### config.mk
export PLATFORM = sky130hd
export DESIGN_NAME = morse_tone_decoder_unit
export DESIGN_NICKNAME = d
export VERILOG_FILES = /design/src/hdl/mtd_pkg.sv /design/src/hdl/mtd_result_queue.sv /design/src/hdl/morse_tone_decoder_unit.sv
export SDC_FILE = /design/constraint.sdc
export NUM_CORES = 1
export LEC_CHECK = 0
export BUFFER_PORTS_ARGS = -buffer_cell sky130_fd_sc_hd__buf_2
export CORE_MARGIN = 2
export CORE_UTILIZATION = 55
export CTS_CLUSTER_SIZE = 14
export DETAILED_ROUTE_END_ITERATION = 6
export PLACE_DENSITY = 0.75
export SLEW_MARGIN = 20
export SYNTH_ARGS = -nofsm -noshare
export SYNTH_HDL_FRONTEND = slang
export SYNTH_SLANG_ARGS = --single-unit
### constraint.sdc
create_clock -name clk -period 20.9 [get_ports clk]
set_input_delay 3.135 -clock clk [delete_from_list [all_inputs] [get_ports clk]]
set_output_delay 3.135 -clock clk [all_outputs]
set_load 0.01 [all_outputs]
### src/hdl/mtd_pkg.sv
package mtd_pkg;

    localparam int TREE_ENTRIES = 64;

    localparam logic [14:0] RESET_MIN_THRESHOLD = 15'd100;
    localparam logic [7:0]  RESET_INITIAL_DIT   = 8'd8;
    localparam logic [5:0]  TREE_ROOT           = 6'd1;
    localparam logic [7:0]  RUN_MAX             = 8'd255;
    localparam logic [6:0]  CHAR_SPACE          = 7'h20;

    // binary morse tree, dit goes to 2n, dah to 2n+1
    localparam logic [7:0] TREE_SYMBOLS [0:TREE_ENTRIES-1] = '{
        8'd0, 8'd0, "E",  "T",  "I",  "A",  "N",  "M",
        "S",  "U",  "R",  "W",  "D",  "K",  "G",  "O",
        "H",  "V",  "F",  8'd0, "L",  8'd0, "P",  "J",
        "B",  "X",  "C",  "Y",  "Z",  "Q",  8'd0, 8'd0,
        "5",  "4",  8'd0, "3",  8'd0, 8'd0, 8'd0, "2",
        8'd0, 8'd0, 8'd0, 8'd0, 8'd0, 8'd0, 8'd0, "1",
        "6",  "=",  "/",  8'd0, 8'd0, 8'd0, "(",  8'd0,
        "7",  8'd0, "8",  8'd0, "9",  "0",  8'd0, 8'd0
    };

    typedef struct packed {
        logic [6:0] character;
        logic       last;
    } result_t;

    // up to two results written into the queue by one item
    typedef struct packed {
        logic [1:0] count;
        result_t    first;
        result_t    second;
    } push_t;

endpackage

### src/hdl/mtd_result_queue.sv
module mtd_result_queue #(
    parameter int DEPTH = 4
) (
    input  logic            clk,
    input  logic            rst_n,
    input  mtd_pkg::push_t  push,
    output logic            room_for_two,
    output logic            result_valid,
    input  logic            result_ready,
    output mtd_pkg::result_t result
);
    import mtd_pkg::*;

    localparam int PTR_W = (DEPTH > 1) ? $clog2(DEPTH) : 1;
    localparam int CNT_W = $clog2(DEPTH + 1);

    result_t            mem [DEPTH];
    logic [PTR_W-1:0]   wr_ptr_reg, wr_ptr_next;
    logic [PTR_W-1:0]   rd_ptr_reg, rd_ptr_next;
    logic [CNT_W-1:0]   count_reg, count_next;
    logic [PTR_W-1:0]   wr_ptr_plus1;
    logic               pop;

    function automatic logic [PTR_W-1:0] ptr_inc(input logic [PTR_W-1:0] p);
        ptr_inc = (p == PTR_W'(DEPTH - 1)) ? '0 : p + 1'b1;
    endfunction

    assign wr_ptr_plus1 = ptr_inc(wr_ptr_reg);
    assign pop          = result_valid && result_ready;
    assign result_valid = (count_reg != '0);
    assign result       = mem[rd_ptr_reg];
    assign room_for_two = (count_reg <= CNT_W'(DEPTH - 2));

    always_comb
    begin
        rd_ptr_next = pop ? ptr_inc(rd_ptr_reg) : rd_ptr_reg;
        unique case (push.count)
            2'd1:    wr_ptr_next = wr_ptr_plus1;
            2'd2:    wr_ptr_next = ptr_inc(wr_ptr_plus1);
            default: wr_ptr_next = wr_ptr_reg;
        endcase
        count_next = count_reg + CNT_W'(push.count) - CNT_W'(pop);
    end

    always_ff @(posedge clk)
    begin
        if (push.count != 2'd0)
        begin
            mem[wr_ptr_reg] <= push.first;
        end
        if (push.count == 2'd2)
        begin
            mem[wr_ptr_plus1] <= push.second;
        end
    end

    always_ff @(posedge clk or negedge rst_n)
    begin
        if (!rst_n)
        begin
            wr_ptr_reg <= '0;
            rd_ptr_reg <= '0;
            count_reg  <= '0;
        end
        else
        begin
            wr_ptr_reg <= wr_ptr_next;
            rd_ptr_reg <= rd_ptr_next;
            count_reg  <= count_next;
        end
    end

    a_no_overflow: assert property (@(posedge clk) disable iff (!rst_n)
        count_reg <= CNT_W'(DEPTH))
        else $error("result queue overflow");

    a_push_has_room: assert property (@(posedge clk) disable iff (!rst_n)
        (push.count != 2'd0) |-> room_for_two)
        else $error("item pushed without room for two results");

    a_double_push_count: assert property (@(posedge clk) disable iff (!rst_n)
        (push.count == 2'd2 && !pop) |=> count_reg == $past(count_reg) + CNT_W'(2))
        else $error("double push lost an entry");

endmodule

### src/hdl/morse_tone_decoder_unit.sv
// Adaptive morse decoder: takes one amplitude sample per item and can accept
// a new sample every clock cycle. All per-sample work (average, threshold,
// mark/space classification, tree step, dit adaptation) is done in the cycle
// the sample is accepted; its results (0, 1 or 2 characters, last set on the
// final one) are written into a small result queue of QUEUE_DEPTH entries
// that drives the result port. sample_ready drops while that queue has fewer
// than two free entries and during the access cycle of a register write, so
// the sustained rate is one sample per cycle as long as results are drained
// about as fast as they come.
// Register writes (min_threshold at 0x0, initial_dit at 0x4) reload the
// average or the dit estimate and are meant for an idle block.
module morse_tone_decoder_unit #(
    parameter int QUEUE_DEPTH = 4
) (
    input  logic        clk,
    input  logic        rst_n,
    input  logic        psel,
    input  logic        penable,
    input  logic        pwrite,
    input  logic [2:0]  paddr,
    input  logic [31:0] pwdata,
    output logic [31:0] prdata,
    output logic        pready,
    input  logic        sample_valid,
    output logic        sample_ready,
    input  logic [14:0] amplitude,
    output logic        result_valid,
    input  logic        result_ready,
    output logic [6:0]  character,
    output logic        last
);
    import mtd_pkg::*;

    localparam logic REG_MIN_THRESHOLD = 1'b0;
    localparam logic REG_INITIAL_DIT   = 1'b1;

    logic [14:0] min_threshold_reg, min_threshold_next;
    logic [7:0]  initial_dit_reg, initial_dit_next;
    logic [17:0] amp_average_reg, amp_average_next;
    logic [7:0]  dit_length_reg, dit_length_next;
    logic        tone_present_reg, tone_present_next;
    logic [7:0]  run_ticks_reg, run_ticks_next;
    logic [5:0]  tree_node_reg, tree_node_next;

    logic        cfg_write;
    logic        queue_room;
    logic        sample_accept;
    logic [21:0] average_sum;
    logic [17:0] average_new;
    logic [14:0] threshold;
    logic        mark;
    logic [8:0]  dit_limit;
    logic        is_dit;
    logic [15:0] third_product;
    logic [7:0]  run_third;
    logic [9:0]  dit_sum;
    logic [10:0] dit_times7;
    logic [8:0]  dit_times2;
    logic [7:0]  tree_entry;
    logic        has_symbol;
    logic        word_gap;
    logic        char_gap;
    push_t       push;
    result_t     result;

    assign pready        = 1'b1;
    assign cfg_write     = psel && penable && pwrite && pready;
    // a register write and a sample never land on the same edge
    assign sample_ready  = queue_room && !cfg_write;
    assign sample_accept = sample_valid && sample_ready;

    always_comb
    begin
        unique case (paddr[2])
            REG_MIN_THRESHOLD: prdata = {17'd0, min_threshold_reg};
            REG_INITIAL_DIT:   prdata = {24'd0, initial_dit_reg};
            default:           prdata = '0;
        endcase
    end

    // average * 7 + amplitude * 8, then back down by eight
    assign average_sum = {1'b0, amp_average_reg, 3'b000} - {4'd0, amp_average_reg}
                       + {4'd0, amplitude, 3'b000};
    assign average_new = average_sum[20:3];
    assign threshold   = (average_new[17:3] < min_threshold_reg) ? min_threshold_reg
                                                                 : average_new[17:3];
    assign mark        = amplitude > threshold;

    assign dit_limit     = {1'b0, dit_length_reg} + {2'b00, dit_length_reg[7:1]};
    assign is_dit        = {1'b0, run_ticks_reg} <= dit_limit;
    // run / 3 as a multiply by 171/512, exact for 8-bit values
    assign third_product = run_ticks_reg * 8'd171;
    assign run_third     = {1'b0, third_product[15:9]};
    assign dit_sum       = {1'b0, dit_length_reg, 1'b0} + {2'b00, dit_length_reg}
                         + {2'b00, (is_dit ? run_ticks_reg : run_third)};

    assign dit_times7 = {dit_length_reg, 3'b000} - {3'b000, dit_length_reg};
    assign dit_times2 = {dit_length_reg, 1'b0};
    assign word_gap   = {3'b000, run_ticks_reg} >= dit_times7;
    assign char_gap   = {1'b0, run_ticks_reg} >= dit_times2;

    assign tree_entry = TREE_SYMBOLS[tree_node_reg];
    assign has_symbol = (tree_entry != 8'd0);

    always_comb
    begin
        min_threshold_next = min_threshold_reg;
        initial_dit_next   = initial_dit_reg;
        amp_average_next   = amp_average_reg;
        dit_length_next    = dit_length_reg;
        tone_present_next  = tone_present_reg;
        run_ticks_next     = run_ticks_reg;
        tree_node_next     = tree_node_reg;
        push               = '0;

        if (cfg_write)
        begin
            unique case (paddr[2])
                REG_MIN_THRESHOLD:
                begin
                    min_threshold_next = pwdata[14:0];
                    amp_average_next   = {pwdata[14:0], 3'b000};
                end
                REG_INITIAL_DIT:
                begin
                    initial_dit_next = pwdata[7:0];
                    dit_length_next  = pwdata[7:0];
                end
                default:
                begin
                end
            endcase
        end
        else if (sample_accept)
        begin
            amp_average_next = average_new;
            if (mark == tone_present_reg)
            begin
                if (run_ticks_reg != RUN_MAX)
                begin
                    run_ticks_next = run_ticks_reg + 8'd1;
                end
            end
            else
            begin
                tone_present_next = mark;
                run_ticks_next    = '0;
                if (tone_present_reg)
                begin
                    // full tree: further marks are ignored
                    if (!tree_node_reg[5])
                    begin
                        tree_node_next  = {tree_node_reg[4:0], !is_dit};
                        dit_length_next = dit_sum[9:2];
                    end
                end
                else
                begin
                    priority if (word_gap)
                    begin
                        tree_node_next = TREE_ROOT;
                        if (has_symbol)
                        begin
                            push.count  = 2'd2;
                            push.first  = '{character: tree_entry[6:0], last: 1'b0};
                            push.second = '{character: CHAR_SPACE, last: 1'b1};
                        end
                        else
                        begin
                            push.count = 2'd1;
                            push.first = '{character: CHAR_SPACE, last: 1'b1};
                        end
                    end
                    else if (char_gap)
                    begin
                        tree_node_next = TREE_ROOT;
                        if (has_symbol)
                        begin
                            push.count = 2'd1;
                            push.first = '{character: tree_entry[6:0], last: 1'b1};
                        end
                    end
                    else
                    begin
                    end
                end
            end
        end
    end

    always_ff @(posedge clk or negedge rst_n)
    begin
        if (!rst_n)
        begin
            min_threshold_reg <= RESET_MIN_THRESHOLD;
            initial_dit_reg   <= RESET_INITIAL_DIT;
            amp_average_reg   <= {RESET_MIN_THRESHOLD, 3'b000};
            dit_length_reg    <= RESET_INITIAL_DIT;
            tone_present_reg  <= 1'b0;
            run_ticks_reg     <= '0;
            tree_node_reg     <= TREE_ROOT;
        end
        else
        begin
            min_threshold_reg <= min_threshold_next;
            initial_dit_reg   <= initial_dit_next;
            amp_average_reg   <= amp_average_next;
            dit_length_reg    <= dit_length_next;
            tone_present_reg  <= tone_present_next;
            run_ticks_reg     <= run_ticks_next;
            tree_node_reg     <= tree_node_next;
        end
    end

    mtd_result_queue #(
        .DEPTH (QUEUE_DEPTH)
    ) u_result_queue (
        .clk          (clk),
        .rst_n        (rst_n),
        .push         (push),
        .room_for_two (queue_room),
        .result_valid (result_valid),
        .result_ready (result_ready),
        .result       (result)
    );

    assign character = result.character;
    assign last      = result.last;

    a_node_nonzero: assert property (@(posedge clk) disable iff (!rst_n)
        tree_node_reg != 6'd0)
        else $error("tree node left the tree");

    a_change_clears_run: assert property (@(posedge clk) disable iff (!rst_n)
        (sample_accept && !cfg_write && mark != tone_present_reg) |=> run_ticks_reg == '0)
        else $error("run counter not cleared on tone change");

    a_full_tree_holds: assert property (@(posedge clk) disable iff (!rst_n)
        (sample_accept && !cfg_write && tone_present_reg && !mark && tree_node_reg[5])
        |=> (tree_node_reg == $past(tree_node_reg)
             && dit_length_reg == $past(dit_length_reg)))
        else $error("mark on a full tree changed decoder state");

endmodule

==> impl_results.md <==
- Vias per inst: 5.83
- Setup TNS: 0 ns
- Worst-Skew Late Latency: between 0.3 and 0.4 ns
- I/O pin count: 100
- CTS max path bufs: 2
- Syn_area_per_cell: 8.84 um^2
- Remaining DRCs: 0
- Flops & latches, synth: around 100
- GP Congestion: 0.897
- Core box area: roughly 0.019 mm^2
- Fmax: between 80 and 90 MHz
- Crit end category: flip-flop
- Root buffer cell: clkbuf_16
- CP Class: in -> reg
- Count of cell types in the netlist: 84
- Area share of the largest cell type after synthesis: 18.4%
- Slew HR: 31.8%
- TritonRoute pass-1 iters: 5
- 1st-iter DRT viols: 473
- Post-Syn Instances: 1190
- Die Width: 142 um
- Row count: 50
- Netlist Area Pre-Place: around 0.011 mm^2
- Area Overhead vs Synth: 6.41%
- Initial Util: 56.2%
- Fin. max-slew vios: 0
- First-pass GRT wire length: ~40 mm
- Most frequent cells in the layout: inv_1, ha_1, nand2_1, nor2_1, o21ai_0
- Max FO, Critical Path: 15
- HPWL Detailed: 18.4 mm
- CP max stage cell: a21oi_1
- GRT Util Overall: 24.9%
- DIE AREA: 0.0202 mm^2
- Dominant synthesized flop cell: dfrtp_1
- Hold-fix buffers, CTS: 0
- Post-synth EDFFs: 8
- Top area cells in the synthesized netlist: ha_1, dfrtp_1, fa_1
- Ys async rst share: 68.9%
- Final setup violation count: 0
- Number of global-route vias before repair: 8298
- PostCTS Resize Cnt: 0
- CP startpoint kind: input port
- Nets: approximately 1500
- Initial antenna violation count: 0
- Sequential cell area fraction in the yosys report: 23.9%
- Clk_skew: 0.0102 ns
- WP data required: 21.07 ns
- Final Hold Fails: 0
- PortBufs: 62
- Commonest non-fill, non-tap cell in the layout: inv_1
- Run status: complete, no violations
- H-tree depth: 3
- CTS buffer count: 9
- Hold Path Class: reg -> reg
- Vias after detailed routing: 8551
- Pin count of the biggest net entering global routing: 72
- Worst slew pin tran: 1.02 ns
- Die height: 142 um
- Crit share post-route: 54.9%
- Critical Path Max Stage Delay: 0.75 ns
- Setup repair after global routing missed its margin: no
- Final wirelength: between 20 and 25 mm
- ANT cells: 0
- Routed len/inst: 16.4 um
- Fin crit period: roughly 11 ns
- Post-CTS setup buffers: 0
- Sink Count: just over 100
- Max-cap violations: 0
- Share of layout cells above drive strength 1: roughly 11%
- Remaining global-route overflow: 0
- Worst-path clk slew: ~0.080 ns
- Routed Antenna Nets: 0
- WP data arrival: 11.65 ns
- Max FFs per register: 32
- TritonCTS clock tree: built
- Synth Warn #: 0
- Leading area contributor after synthesis: ha_1
-- synthesized netlist by cell type, drive strengths merged (4+ instances only) --
cell type / count
dfxtp: 24
and3: 12
nand2: 96
nand3: 19
xor2: 14
a221o: 4
a211oi: 7
nor3: 15
nor2b: 11
a22oi: 8
a21o: 22
a21oi: 57
o21ai: 70
nor2: 68
nand2b: 16
buf: 31
fa: 37
ha: 155
or3: 6
o21a: 10
or4: 4
edfxtp: 8
dfstp: 9
o211ai: 8
mux2: 14
dfrtp: 62
o21bai: 6
mux2i: 25
a31oi: 11
or2: 4
o221ai: 4
a32o: 25
a21boi: 4
o31ai: 6
mux4: 10
xnor2: 32
and2: 6
nand4: 13
clkbuf: 26
o22ai: 5
inv: 177
-- through the flow --
| step | cells | setup slack, ns | hold slack [ns] | utilization, % | cell area (um^2) |
|---|---|---|---|---|---|
| 6_report | 1467 | 9.42 | 0.465 | 59.8 | 11200 |
| 5_1_grt | 1467 | 8.83 | 0.487 | 59.8 | 11200 |
| 4_1_cts | 1467 | 9.48 | 0.470 | 59.8 | 11200 |
| 3_5_place_dp | 1451 | 9.19 | 0.453 | 58.3 | 10900 |
| 3_3_place_gp | 1451 | 9.23 | 0.444 | 58.3 | 10900 |
| 2_1_floorplan | 1206 | 10.89 | 0.437 | - | 10600 |
-- layout make-up --
| class | count | area [um^2] |
|---|---|---|
| Clock buffer | 9 | 225 |
| Clock inverter | 7 | 61.3 |
| Fill cell | 1625 | 7510 |
| Inverter | 177 | 664 |
| Multi-Input combinational cell | 869 | 7080 |
| Sequential cell | 103 | 2510 |
| Tap cell | 234 | 293 |
| Timing Repair Buffer | 68 | 358 |
-- layer usage --
metal | global-route usage, % | share of wire, % | up-vias
met3 | 3.30 | 4.6 | 36
met2 | 43.4 | 48 | 212
met1 | 32.6 | 45 | 4108
met4 | 6.42 | 1.8 | 0
met5 | 0 | 0 | -
li1 | - | - | 4195
-- worst paths after layout --
kind	startpoint	endpoint	slack (ns)	cells past startpoint
max	amplitude[4]	u_result_queue.mem[1][6]	9.42	32
max in group asynchronous	rst_n	run_ticks_reg[7]	17.36	1
min reg2reg	u_result_queue.mem[1][7]	u_result_queue.mem[1][7]	0.46	1
max reg2reg	amp_average_reg[5]	u_result_queue.mem[1][6]	11.83	31
min	u_result_queue.mem[1][7]	u_result_queue.mem[1][7]	0.46	1
min in group asynchronous	rst_n	min_threshold_reg[11]	2.89	1
-- worst max-delay path: cells and delay by family --
kind | cells | cell delay, ns
AOI/OAI and AO/OA | 14 | 4.04
xor gates and xnor gates | 1 | 0.31
adders and majority gates | 5 | 1.88
buffers and inverters | 4 | 0.35
muxes | 1 | 0.20
and+or+nand+nor | 7 | 1.71
-- logic make-up (layout without fill, tap and decap cells) --
kind of cell | Yosys count | in the layout | share of synthesized area (%)
mux | 49 | 49 | 6.02
compound gates | 277 | 277 | 18.0
simple gates | 287 | 287 | 13.4
other cells | 2 | 18 | 0.0714
buf+inv | 234 | 261 | 9.39
flops | 103 | 103 | 23.9
xor+xnor | 46 | 46 | 3.83
fa+ha+maj | 192 | 192 | 25.5
Power is not shown: default switching activity piles up to over one toggle a cycle in this logic, so the estimate is an artifact.
